--- config.mk ---
export PLATFORM = sky130hd
export DESIGN_NAME = multi_queue_fifo_unit_flat
export DESIGN_NICKNAME = d
export VERILOG_FILES = /design/src/rtl/mqf_pkg.sv /design/src/rtl/mqf_if.sv /design/src/rtl/mqf_front.sv /design/src/rtl/mqf_cmd_fifo.sv /design/src/rtl/mqf_back.sv /design/src/rtl/multi_queue_fifo_unit.sv /design/src/flat_wrapper.sv
export SDC_FILE = /design/constraint.sdc
export NUM_CORES = 2
export LEC_CHECK = 0
export ABC_AREA = 0
export BUFFER_PORTS_ARGS = -buffer_cell sky130_fd_sc_hd__buf_4
export CORE_ASPECT_RATIO = 2
export CORE_MARGIN = 1
export CORE_UTILIZATION = 60
export DETAILED_ROUTE_END_ITERATION = 12
export PLACE_DENSITY_LB_ADDON = 0.3
export REMOVE_ABC_BUFFERS = 1
export SYNTH_ARGS = -nofsm -noshare
export SYNTH_HDL_FRONTEND = slang
export SYNTH_MEMORY_MAX_BITS = 65536
export SYNTH_SLANG_ARGS = --single-unit
--- constraint.sdc ---
create_clock -name clk -period 5.8 [get_ports clk]
set_clock_uncertainty 0.1 [all_clocks]
set_input_delay 1.16 -clock clk [delete_from_list [all_inputs] [get_ports clk]]
set_output_delay 1.16 -clock clk [all_outputs]
set_load 0.05 [all_outputs]
--- src/rtl/mqf_pkg.sv ---
// ============================================================================
// mqf_pkg: shared definitions for the multi-queue FIFO unit
// Field widths, status and operation codes, and the command record that
// travels from the front end to the back end.
// ============================================================================
`default_nettype none

package mqf_pkg;

  localparam int DATA_W          = 32;
  localparam int QID_W           = 3;
  localparam int STAT_W          = 2;
  localparam int CFG_W           = 4;
  localparam int NUM_QUEUES_DEF  = 8;
  localparam int QUEUE_DEPTH_DEF = 16;
  localparam int CMDQ_DEPTH      = 2;

  localparam logic [CFG_W-1:0] CFG_RESET = 4'd8;

  // Operation codes.
  localparam logic FUNC_ENQ = 1'b0;
  localparam logic FUNC_DEQ = 1'b1;

  // Result status codes.
  localparam logic [STAT_W-1:0] STAT_OK    = 2'd0;
  localparam logic [STAT_W-1:0] STAT_EMPTY = 2'd1;
  localparam logic [STAT_W-1:0] STAT_FULL  = 2'd2;
  localparam logic [STAT_W-1:0] STAT_RANGE = 2'd3;

  // One classified command.
  typedef struct packed {
    logic                     func;
    logic [QID_W-1:0]         qid;
    logic signed [DATA_W-1:0] data;
    logic                     range_err;
  } mqf_cmd_t;

endpackage

`default_nettype wire

--- src/rtl/mqf_if.sv ---
// ============================================================================
// mqf_if: channel interfaces of the multi-queue FIFO unit
// Command channel into the block and result channel out of it, each with
// valid, ready and payload.
// ============================================================================
`default_nettype none

interface mqf_in_if import mqf_pkg::*; ();
  logic                     valid;
  logic                     ready;
  logic                     func;
  logic [QID_W-1:0]         queue_id;
  logic signed [DATA_W-1:0] data_in;

  modport source (output valid, output func, output queue_id, output data_in,
                  input ready);
  modport sink (input valid, input func, input queue_id, input data_in,
                output ready);
endinterface

interface mqf_out_if import mqf_pkg::*; ();
  logic                     valid;
  logic                     ready;
  logic [STAT_W-1:0]        status;
  logic signed [DATA_W-1:0] data_out;

  modport source (output valid, output status, output data_out, input ready);
  modport sink (input valid, input status, input data_out, output ready);
endinterface

`default_nettype wire

--- src/rtl/mqf_front.sv ---
// ============================================================================
// mqf_front: command intake and classification
// Holds the queue count register, accepts command transactions and tags
// each one with its range check before it enters the command queue.
// ============================================================================
`default_nettype none

module mqf_front import mqf_pkg::*; #(
  parameter int NUM_QUEUES = NUM_QUEUES_DEF
) (
  input  wire logic             clk,
  input  wire logic             rst_n,
  mqf_in_if.sink                in_ch,
  input  wire logic             cfg_we,
  input  wire logic [CFG_W-1:0] cfg_data,
  input  wire logic             q_full,
  output logic                  push_valid,
  output mqf_cmd_t              push_cmd
);

  localparam int NQ_W  = $clog2(NUM_QUEUES + 1);
  localparam int LIM_W = (NQ_W > CFG_W) ? NQ_W : CFG_W;
  localparam logic [LIM_W-1:0] NqLim = LIM_W'(NUM_QUEUES);

  logic [CFG_W-1:0] queue_count_r;
  logic [LIM_W-1:0] count_ext;
  logic [LIM_W-1:0] limit;

  always_ff @(posedge clk) begin
    if (!rst_n) begin
      queue_count_r <= CFG_RESET;
    end else if (cfg_we) begin
      queue_count_r <= cfg_data;
    end
  end

  // The usable queue count is capped at the number of queues built.
  always_comb begin
    count_ext = LIM_W'(queue_count_r);
    limit     = (count_ext > NqLim) ? NqLim : count_ext;
  end

  assign in_ch.ready = !q_full;
  assign push_valid  = in_ch.valid && !q_full;

  always_comb begin
    push_cmd.func      = in_ch.func;
    push_cmd.qid       = in_ch.queue_id;
    push_cmd.data      = in_ch.data_in;
    push_cmd.range_err = (LIM_W'(in_ch.queue_id) >= limit);
  end

endmodule

`default_nettype wire

--- src/rtl/mqf_cmd_fifo.sv ---
// ============================================================================
// mqf_cmd_fifo: command queue between front end and back end
// A short register queue that lets either side stall without the other.
// ============================================================================
`default_nettype none

module mqf_cmd_fifo import mqf_pkg::*; (
  input  wire logic     clk,
  input  wire logic     rst_n,
  input  wire logic     push_valid,
  input  wire mqf_cmd_t push_cmd,
  output logic          q_full,
  input  wire logic     pop,
  output logic          cmd_valid,
  output mqf_cmd_t      cmd
);

  localparam int PTR_W = (CMDQ_DEPTH > 1) ? $clog2(CMDQ_DEPTH) : 1;
  localparam int CNT_W = $clog2(CMDQ_DEPTH + 1);

  mqf_cmd_t         slot_r [CMDQ_DEPTH];
  logic [PTR_W-1:0] wr_ptr_r, wr_ptr_nxt;
  logic [PTR_W-1:0] rd_ptr_r, rd_ptr_nxt;
  logic [CNT_W-1:0] count_r, count_nxt;

  function automatic logic [PTR_W-1:0] ptr_inc(input logic [PTR_W-1:0] p);
    return (p == PTR_W'(CMDQ_DEPTH - 1)) ? '0 : p + PTR_W'(1);
  endfunction

  assign q_full    = (count_r == CNT_W'(CMDQ_DEPTH));
  assign cmd_valid = (count_r != '0);
  assign cmd       = slot_r[rd_ptr_r];

  always_comb begin
    wr_ptr_nxt = push_valid ? ptr_inc(wr_ptr_r) : wr_ptr_r;
    rd_ptr_nxt = pop ? ptr_inc(rd_ptr_r) : rd_ptr_r;
    count_nxt  = count_r;
    if (push_valid && !pop) begin
      count_nxt = count_r + CNT_W'(1);
    end else if (pop && !push_valid) begin
      count_nxt = count_r - CNT_W'(1);
    end
  end

  always_ff @(posedge clk) begin
    if (!rst_n) begin
      wr_ptr_r <= '0;
      rd_ptr_r <= '0;
      count_r  <= '0;
    end else begin
      wr_ptr_r <= wr_ptr_nxt;
      rd_ptr_r <= rd_ptr_nxt;
      count_r  <= count_nxt;
    end
  end

  always_ff @(posedge clk) begin
    if (push_valid) begin
      slot_r[wr_ptr_r] <= push_cmd;
    end
  end

endmodule

`default_nettype wire

--- src/rtl/mqf_back.sv ---
// ============================================================================
// mqf_back: queue execution and result register
// Keeps head, tail and fill state of every queue, drives the shared word
// store and holds each result until the result channel takes it.
// ============================================================================
`default_nettype none

module mqf_back import mqf_pkg::*; #(
  parameter int NUM_QUEUES  = NUM_QUEUES_DEF,
  parameter int QUEUE_DEPTH = QUEUE_DEPTH_DEF
) (
  input  wire logic     clk,
  input  wire logic     rst_n,
  input  wire logic     cmd_valid,
  input  wire mqf_cmd_t cmd,
  output logic          cmd_pop,
  mqf_out_if.source     out_ch
);

  localparam int QIDX_W = (NUM_QUEUES > 1) ? $clog2(NUM_QUEUES) : 1;
  localparam int SLOT_W = $clog2(QUEUE_DEPTH);
  localparam int FILL_W = $clog2(QUEUE_DEPTH + 1);
  localparam int WORDS  = NUM_QUEUES * QUEUE_DEPTH;
  localparam int ADDR_W = (WORDS > 1) ? $clog2(WORDS) : 1;

  logic [SLOT_W-1:0]        head_r [NUM_QUEUES];
  logic [SLOT_W-1:0]        tail_r [NUM_QUEUES];
  logic [FILL_W-1:0]        fill_r [NUM_QUEUES];
  logic signed [DATA_W-1:0] mem [WORDS];

  logic signed [DATA_W-1:0] rdata_r;
  logic                     res_v_r, res_v_nxt;
  logic [STAT_W-1:0]        status_r;
  logic                     rd_ok_r;

  logic [QIDX_W-1:0] q;
  logic              is_full, is_empty;
  logic              do_wr, do_rd;
  logic [STAT_W-1:0] status_nxt;
  logic [SLOT_W-1:0] slot;
  logic [ADDR_W-1:0] addr;

  function automatic logic [SLOT_W-1:0] ring_next(input logic [SLOT_W-1:0] s);
    return (s == SLOT_W'(QUEUE_DEPTH - 1)) ? '0 : s + SLOT_W'(1);
  endfunction

  // A new command goes ahead only when the result register is free or
  // is being emptied in this cycle.
  assign cmd_pop = cmd_valid && (!res_v_r || out_ch.ready);

  always_comb begin
    q        = QIDX_W'(cmd.qid);
    is_full  = (fill_r[q] == FILL_W'(QUEUE_DEPTH));
    is_empty = (fill_r[q] == '0);
    do_wr    = cmd_pop && !cmd.range_err && (cmd.func == FUNC_ENQ) && !is_full;
    do_rd    = cmd_pop && !cmd.range_err && (cmd.func == FUNC_DEQ) && !is_empty;
    if (cmd.range_err) begin
      status_nxt = STAT_RANGE;
    end else if (cmd.func == FUNC_ENQ) begin
      status_nxt = is_full ? STAT_FULL : STAT_OK;
    end else begin
      status_nxt = is_empty ? STAT_EMPTY : STAT_OK;
    end
    slot      = (cmd.func == FUNC_ENQ) ? tail_r[q] : head_r[q];
    addr      = ADDR_W'(ADDR_W'(q) * ADDR_W'(QUEUE_DEPTH)) + ADDR_W'(slot);
    res_v_nxt = cmd_pop ? 1'b1 : (out_ch.ready ? 1'b0 : res_v_r);
  end

  always_ff @(posedge clk) begin
    if (!rst_n) begin
      for (int i = 0; i < NUM_QUEUES; i++) begin
        head_r[i] <= '0;
        tail_r[i] <= '0;
        fill_r[i] <= '0;
      end
      res_v_r <= 1'b0;
    end else begin
      res_v_r <= res_v_nxt;
      if (do_wr) begin
        tail_r[q] <= ring_next(tail_r[q]);
        fill_r[q] <= fill_r[q] + FILL_W'(1);
      end
      if (do_rd) begin
        head_r[q] <= ring_next(head_r[q]);
        fill_r[q] <= fill_r[q] - FILL_W'(1);
      end
    end
  end

  // Word store and registered read port.
  always_ff @(posedge clk) begin
    if (do_wr) begin
      mem[addr] <= cmd.data;
    end
    if (do_rd) begin
      rdata_r <= mem[addr];
    end
  end

  always_ff @(posedge clk) begin
    if (cmd_pop) begin
      status_r <= status_nxt;
      rd_ok_r  <= do_rd;
    end
  end

  assign out_ch.valid    = res_v_r;
  assign out_ch.status   = status_r;
  assign out_ch.data_out = rd_ok_r ? rdata_r : '0;

endmodule

`default_nettype wire

--- src/rtl/multi_queue_fifo_unit.sv ---
// ============================================================================
// multi_queue_fifo_unit: bank of independent FIFO queues of 32-bit words
// Top level: command intake, command queue and queue execution.
// ============================================================================
// Each command transaction on in_ch either appends data_in to queue
// queue_id (func 0) or removes that queue's oldest word (func 1), and each
// gives exactly one result transaction on out_ch with a status and, for a
// successful dequeue, the word removed. Every queue is a ring of QUEUE_DEPTH
// words in one shared word store. The block sustains one command per cycle
// while the result channel takes each result; that figure is set by the back
// end, which updates one queue's head, tail and fill count and makes one
// access to the single-port word store per cycle. A taken command first
// waits in the command queue and is then executed straight into the result
// register that holds the read data, from which the result channel takes it.
// The word store needs no clearing after reset, so commands are taken as
// soon as reset is released. The user must write queue_count through cfg_we
// and cfg_data only while the block is idle; the block does not enforce this.
`default_nettype none

module multi_queue_fifo_unit import mqf_pkg::*; #(
  parameter int NUM_QUEUES  = NUM_QUEUES_DEF,
  parameter int QUEUE_DEPTH = QUEUE_DEPTH_DEF
) (
  input  wire logic             clk,
  input  wire logic             rst_n,
  mqf_in_if.sink                in_ch,
  mqf_out_if.source             out_ch,
  input  wire logic             cfg_we,
  input  wire logic [CFG_W-1:0] cfg_data
);

  // Link between the front end and the command queue.
  logic     push_valid;
  mqf_cmd_t push_cmd;
  logic     q_full;

  // Link between the command queue and the back end.
  logic     cmd_valid;
  mqf_cmd_t cmd;
  logic     cmd_pop;

  // The front end owns the queue count and tags out-of-range commands, so
  // the back end never has to look at configuration.
  mqf_front #(
    .NUM_QUEUES (NUM_QUEUES)
  ) u_front (
    .clk        (clk),
    .rst_n      (rst_n),
    .in_ch      (in_ch),
    .cfg_we     (cfg_we),
    .cfg_data   (cfg_data),
    .q_full     (q_full),
    .push_valid (push_valid),
    .push_cmd   (push_cmd)
  );

  // Two entries are enough to keep one command per cycle flowing while the
  // back end's ready depends on the result channel.
  mqf_cmd_fifo u_cmd_fifo (
    .clk        (clk),
    .rst_n      (rst_n),
    .push_valid (push_valid),
    .push_cmd   (push_cmd),
    .q_full     (q_full),
    .pop        (cmd_pop),
    .cmd_valid  (cmd_valid),
    .cmd        (cmd)
  );

  // The back end executes one command per cycle while the result channel keeps
  // taking results, and holds each result until the result channel takes it.
  mqf_back #(
    .NUM_QUEUES  (NUM_QUEUES),
    .QUEUE_DEPTH (QUEUE_DEPTH)
  ) u_back (
    .clk       (clk),
    .rst_n     (rst_n),
    .cmd_valid (cmd_valid),
    .cmd       (cmd),
    .cmd_pop   (cmd_pop),
    .out_ch    (out_ch)
  );

  // A result with a failing status must carry a zero word.
  a_data_zero_on_fail : assert property (@(posedge clk) disable iff (!rst_n)
    (out_ch.valid && (out_ch.status != STAT_OK)) |-> (out_ch.data_out == '0))
    else $error("result with failing status carries nonzero data");

  // The back end must never take a command from an empty command queue.
  a_pop_needs_cmd : assert property (@(posedge clk) disable iff (!rst_n)
    cmd_pop |-> cmd_valid)
    else $error("command popped from an empty command queue");

  // A held result must not be overwritten by a new command.
  a_no_overwrite : assert property (@(posedge clk) disable iff (!rst_n)
    (out_ch.valid && !out_ch.ready) |-> !cmd_pop)
    else $error("command executed while a result is still waiting");

endmodule

`default_nettype wire
--- src/flat_wrapper.sv ---
// flat-port wrapper written by rule: the top's interface ports become plain ports
module multi_queue_fifo_unit_flat import mqf_pkg::*;
#(
  parameter int NUM_QUEUES  = NUM_QUEUES_DEF,
  parameter int QUEUE_DEPTH = QUEUE_DEPTH_DEF
)
  (clk, rst_n, cfg_we, cfg_data, in_ch_valid, in_ch_func, in_ch_queue_id, in_ch_data_in, in_ch_ready, out_ch_valid, out_ch_status, out_ch_data_out, out_ch_ready);
  mqf_in_if in_ch_i ();
  mqf_out_if out_ch_i ();
  input  wire logic clk;
  input  wire logic rst_n;
  input  wire logic cfg_we;
  input  wire logic [CFG_W-1:0] cfg_data;
  input wire logic [$bits(in_ch_i.valid)-1:0] in_ch_valid;
  input wire logic [$bits(in_ch_i.func)-1:0] in_ch_func;
  input wire logic [$bits(in_ch_i.queue_id)-1:0] in_ch_queue_id;
  input wire logic [$bits(in_ch_i.data_in)-1:0] in_ch_data_in;
  output wire logic [$bits(in_ch_i.ready)-1:0] in_ch_ready;
  output wire logic [$bits(out_ch_i.valid)-1:0] out_ch_valid;
  output wire logic [$bits(out_ch_i.status)-1:0] out_ch_status;
  output wire logic [$bits(out_ch_i.data_out)-1:0] out_ch_data_out;
  input wire logic [$bits(out_ch_i.ready)-1:0] out_ch_ready;
  assign in_ch_i.valid = in_ch_valid;
  assign in_ch_i.func = in_ch_func;
  assign in_ch_i.queue_id = in_ch_queue_id;
  assign in_ch_i.data_in = in_ch_data_in;
  assign in_ch_ready = in_ch_i.ready;
  assign out_ch_valid = out_ch_i.valid;
  assign out_ch_status = out_ch_i.status;
  assign out_ch_data_out = out_ch_i.data_out;
  assign out_ch_i.ready = out_ch_ready;
  multi_queue_fifo_unit #(.NUM_QUEUES(NUM_QUEUES), .QUEUE_DEPTH(QUEUE_DEPTH)) u_core (.clk(clk), .rst_n(rst_n), .in_ch(in_ch_i), .out_ch(out_ch_i), .cfg_we(cfg_we), .cfg_data(cfg_data));
endmodule
# After elaboration in Yosys (flattened, before gate mapping)
# Memory sizes are Yosys's and may differ from the RTL's. A register that Yosys moved wholly into a read port is not among the register bits.
# Cells that the tools add are included.
totals:
  reg_bits: 12
  ramBits: 4274
  out_inout_bits: 36
  word_cells: 89
  n_memories: 5
mem_list:
  columns: ["memory", "words", "width", "read_ports", "rd_ports_with_merged_regs", "write_ports", "line", "text"]
  rows:
  - ["u_core.u_back.mem", 128, 32, 1, 1, 1, "mqf_back.sv:29", "logic signed [DATA_W-1:0] mem [WORDS];"]
  - ["u_core.u_cmd_fifo.slot_r", 2, 37, 1, 1, 1, "mqf_cmd_fifo.sv:21", "mqf_cmd_t slot_r [CMDQ_DEPTH];"]
  - ["u_core.u_back.fill_r", 8, 5, 1, 0, 8, "mqf_back.sv:28", "logic [FILL_W-1:0] fill_r [NUM_QUEUES];"]
  - ["u_core.u_back.head_r", 8, 4, 1, 0, 8, "mqf_back.sv:26", "logic [SLOT_W-1:0] head_r [NUM_QUEUES];"]
  - ["u_core.u_back.tail_r", 8, 4, 1, 0, 8, "mqf_back.sv:27", "logic [SLOT_W-1:0] tail_r [NUM_QUEUES];"]
op_classes:
  add_sub_neg: 9
  n_lt_le_gt_ge: 2
  eq_ne: 4
  muxes: 36
  n_bitwise: 2
  n_reduce_logical: 24
ops:
  columns: ["operator", "n"]
  rows:
  - ["two-way mux 32 bit", 1]
  - ["two-way mux 4 bit", 6]
  - ["two-way mux 1 bit", 20]
  - ["two-way mux 5 bit", 2]
  - ["logical AND 1 bit", 9]
  - ["two-way mux 3 bit", 3]
  - ["adder 4 x 1 -> 4 bit (second input constant)", 2]
  - ["== test 4 bit (second input constant)", 2]
  - ["two-way mux 2 bit", 4]
  - ["OR reduction 4 bit", 2]
  - ["adder 7 x 4 -> 7 bit", 1]
  - ["zero test 1 bit", 7]
  - ["nonzero test 2 bit", 3]
  - ["adder 5 x 1 -> 5 bit (second input constant)", 1]
  - ["== test 5 bit (second input constant)", 1]
  - ["zero test 5 bit", 1]
  - ["OR reduction 5 bit", 1]
  - ["subtractor 5 x 1 -> 5 bit (second input constant)", 1]
  - ["greater-or-equal comparator 3 x 4 -> 1 bit", 1]
  - ["> comparator 4 bit (second input constant)", 1]
  - ["adder 1 bit (second input constant)", 2]
  - ["adder 2 x 1 -> 2 bit (second input constant)", 1]
  - ["== test 2 bit (second input constant)", 1]
  - ["subtractor 2 x 1 -> 2 bit (second input constant)", 1]
  - ["3 further kinds", 3]

# Depth between registers and ports, before layout
logic_depth:
  ltp_word: 12
  ltp_mapped: 16

# Modules after synthesis
# From an unflattened synthesis, not the netlist that was laid out.
unflattened:
  cells_unflattened: 9936
  area_unflattened_um2: 166958.9
by_module_without_submodules:
  columns: ["module", "instances", "cells_each", "area_per_inst_um2", "seq_area_each_um2"]
  rows:
  - ["mqf_back", 1, 9737, 163546.9, 127192.0]
  - ["mqf_cmd_fifo", 1, 137, 2899.0, 2322.2]
  - ["mqf_front", 1, 62, 513.0, 80.1]

# Least setup slack after synthesis
# No wires, ideal clock.
synth_path:
  path_kind: "flip-flop to flip-flop"
  from: "mem u_core.u_cmd_fifo.slot_r[1][34] (netlist bit)"
  to: "mem u_core.u_back.mem[95][0], enable pin"
  setup_time_ns: 0.421
  arrival_time_ns: 4.410
  t_required_ns: 5.279
  slack_ns: 0.869
  path_stages_with_launch: 14
  path_buffers: 6
  synth_period_minus_slack_ns: 4.931
  cell_sequence: "edfxtp_1 buf_4 and3b_1 clkbuf_1 a22oi_1 o22ai_1 or4b_1 mux2i_1 buf_2 buf_2 buf_2 nand3_1 clkbuf_1 nor2_1"
synth_lines:
  columns: ["item", "line"]
  rows:
  - ["start: declaration", "mqf_cmd_fifo.sv:21"]
  - ["end: declaration", "mqf_back.sv:29"]

==> run_results.csv <==
group,metric,value,unit
run_status,status,"complete, but fails checks",
run_status,violations,"capacitance limit, slew limit, setup timing",
power_and_ir_drop,p_switching,31400,uW
timing,slew_viol_final,23,
layout,final_cell_mix,"edfxtp_1, mux4_2, buf_4",
place,port_buffers,80,
power_and_ir_drop,peakVddDrop,606,uV
synthesis,ys_async_sr_fraction,0,%
layout,layout_commonest_cell,"edfxtp_1",
clock_tree,clock_latency,0.92,ns
power_and_ir_drop,leakagePower,0.0568,uW
grt,grt_max_degree,129,
timing,slew_headroom,-13.0,%
critical_path,crit_fanout,52,
timing,hold_viol_final,0,
critical_path,cp-start-kind,"flip-flop",
clock_tree,hold_buffers,0,
power_and_ir_drop,powerDensity,520,nW/um^2
synthesis,postSynthCellCount,7083,
grt,track_usage,34.0,%
layout,fin_cells,11600,
synthesis,ys_warn_count,0,
critical_path,cpMaxStageDelayCell,"or4_1",
grt,grt_pass1_wl,640000,um
layout,fill_cells,15800,
layout,nets,7730,
synthesis,avgSynthCellArea,23.1,um^2
drt,drt_iter0_drc,12800,
clock_tree,cts-root-buf,"clkbuf_16",
clock_tree,cts.clk_slew.worst_paths,0.07,ns
critical_path,critPathTopFamily,"simple AND/OR/NAND/NOR gates",
min_path,hp-start,"in_ch_func",
power_and_ir_drop,p_seq_share,39.3,%
critical_path,cpPeakStageDelay,0.72,ns
die,io_pins,81,
place,placed_cells,10900,
critical_path,arrival,6.43,ns
synthesis,ys_types,67,
critical_path,critical_path_buf_inv_count,3,
layout,drive_above_1_share,30.1,%
power_and_ir_drop,p_clk_share,24.8,%
place,hpwlAfterDp,265000,um
power_and_ir_drop,p_total,96100,uW
clock_tree,ctsLongestPathBuffers,4,
power_and_ir_drop,intPower,64600,uW
critical_path,end_kind,"flip-flop",
clock_tree,cts_sinks,4319,
power_and_ir_drop,p_sw_share,32.7,%
die,die_height,740,um
min_path,hp-class,"input pin to flip-flop",
die,die_area,275000,um^2
clock_tree,cts_tree,"built",
timing,tightest_slew,1.67,ns
drt,antenna_left,0,
die,std_cell_rows,270,
die,coreArea,271000,um^2
timing,setup_viol,2,
critical_path,cp_cell_sequence,"mux2_2 -> o21ai_1 -> o22ai_1 -> or4b_1 -> mux2i_4 -> buf_12 -> buf_12 -> buf_12 -> mux4_2 -> a22oi_1 -> a41oi_1 -> or4_1",
synthesis,synth-seq-cells,4319,
synthesis,yosysSeqAreaShare,79.2,%
layout,area_growth,13.0,%
critical_path,cp_common_cell,"buf_12",
layout,final_cell_area,185000,um^2
clock_tree,cts_made_buffers,347,
run,drv_cap,3,
power_and_ir_drop,combPwrFrac,35.8,%
synthesis,synth_edf_count,4309,
drt,drt-total-wl,469000,um
timing,min_period,5.86,ns
place,gp_congestion,0.901,
die,die_x,371,um
die,start_util,60.4,%
place,dpl_cell_area,173000,um^2
critical_path,r2r_setup_slack,-0.06,ns
clock_tree,htreeDepth,5,
drt,vias_per_cell,7.25,
timing,finalWorstSetupSlack,-0.0642,ns
critical_path,critical_path_class,"flip-flop to flip-flop",
timing,fmax,171,MHz
timing,post-route-period-util,101,%
timing,tns,-0.0704,ns
drt,num_vias,84400,
layout,post-route-util,68.3,%
synthesis,synth_area,164000,um^2
drt,firstDrtPassIters,7,
critical_path,crit_required,6.36,ns
grt,first_global_vias,85200,
grt,grt_overflow,0,
grt,antenna_found_initial,73,
synthesis,ys.flop_type,"edfxtp_1",
drt,routedWlPerCell,40.3,um
drt,drcViolationCount,0,
[synthesized netlist by cell type (7+ instances only)]
cell type | number | area share (%)
nor2_1 | 241 | 0.55
o21ai_1 | 7 | 0.021
and3_1 | 12 | 0.046
inv_1 | 11 | 0.025
mux2_2 | 39 | 0.27
ha_1 | 7 | 0.054
o21ai_0 | 42 | 0.13
buf_2 | 198 | 0.61
a21o_1 | 19 | 0.087
buf_4 | 32 | 0.15
clkbuf_1 | 151 | 0.35
dfxtp_1 | 10 | 0.12
buf_1 | 8 | 0.018
or4_1 | 33 | 0.15
nor3_1 | 18 | 0.055
buf_6 | 14 | 0.096
a22oi_1 | 513 | 2.4
a21oi_1 | 34 | 0.10
edfxtp_1 | 4309 | 79
a41oi_1 | 128 | 0.69
and2_1 | 36 | 0.14
nand2_1 | 79 | 0.18
nand3_1 | 11 | 0.034
mux4_2 | 1024 | 14
mux2i_1 | 18 | 0.11
[flip-flops by register name, summed over array words and instances (netlist names), named ones only]
register,flops
u_core.u_back.out_ch.status,2
u_core.u_cmd_fifo.count_r,2
u_core.u_front.count_ext,4
u_core.u_cmd_fifo.slot_r,74
u_core.u_back.tail_r,32
u_core.u_back.mem,4096
u_core.u_back.out_ch.valid,1
u_core.u_back.head_r,32
u_core.u_cmd_fifo.wr_ptr_r,1
u_core.u_back.rd_ok_r,1
u_core.u_back.rdata_r,32
u_core.u_cmd_fifo.rd_ptr_r,1
u_core.u_back.fill_r,40
[power by group through the flow]
stage / Sequential (uW) / Combinational (uW) / Clock [uW]
6_report: 37800 / 34400 / 23800
2_1_floorplan: 38300 / 12000 / 0
5_1_grt: 37800 / 35600 / 24900
4_1_cts: 37800 / 34000 / 23900
3_3_place_gp: 38400 / 32900 / 0
3_5_place_dp: 38400 / 33700 / 0
[path summary, 6_finish.rpt]
path	endpoint	depth (start not counted)
worst max-delay path	u_core.u_back.rdata_r[31]$_DFFE_PN_	12
worst min-delay path	u_core.u_cmd_fifo.slot_r[1][36]$_DFFE_PP_	1
worst max register to register	u_core.u_back.rdata_r[31]$_DFFE_PN_	12
worst min register to register	u_core.u_front.count_ext[0]$_SDFFE_PN0P_	2
[area by class of cell]
type	instances	area [um^2]	share of cell area, %
tap	3536	4420	2.39
antenna	151	378	0.205
inverter	11	41.3	0.0223
sequential	4319	130000	70.1
clock buffer	409	9110	4.93
timing repair buffer	649	5880	3.18
clock inverter	214	2010	1.09
multi-input combinational	2350	33300	18.0
[worst register-to-register path: stages, from the launching register on]
cell     delay, ns
dfxtp_2       0.63
mux2_2        0.49
o21ai_1       0.15
o22ai_1       0.15
or4b_1        0.65
mux2i_4       0.32
buf_12        0.32
buf_12        0.43
buf_12        0.34
mux4_2        0.35
a22oi_1       0.28
a41oi_1       0.71
or4_1         0.72
[metal layers]
metal	GRT usage (%)	routed length [um]
met5	0	273
met4	23.8	39600
met3	6.57	52100
met2	56.8	236000
met1	39.6	141000
[what timing repair did]
action / CTS / global route
gates resized for setup: 1 / 8
gates cloned: 0 / 1
setup buffers: 0 / 5
pin swaps: 0 / 0
setup endpoints to repair: 1 / 9
[cells by family (layout without fill, tap and decap cells)]
group	count (synthesis)	after routing	share of synthesized area, %
buffers and inverters	415	1283	1.24
flip-flops	4319	4319	79.2
adder cells (fa/ha/maj)	7	7	0.0535
AND/OR/NAND/NOR	478	478	1.38
AO/OA/AOI/OAI	774	774	3.55
other	0	151	0
multiplexers	1082	1083	14.5
XOR/XNOR	8	8	0.0428
[metrics by stage]
stage               setup WS, ns  hold WS, ns
floorplan                 -64.18        0.352
global placement         -0.0440        0.370
detailed placement      -0.00815        0.397
CTS                       0.0621        0.286
global route              -0.160        0.315
finish                   -0.0642        0.335
No activity file was read; power rests on OpenSTA's default activity.
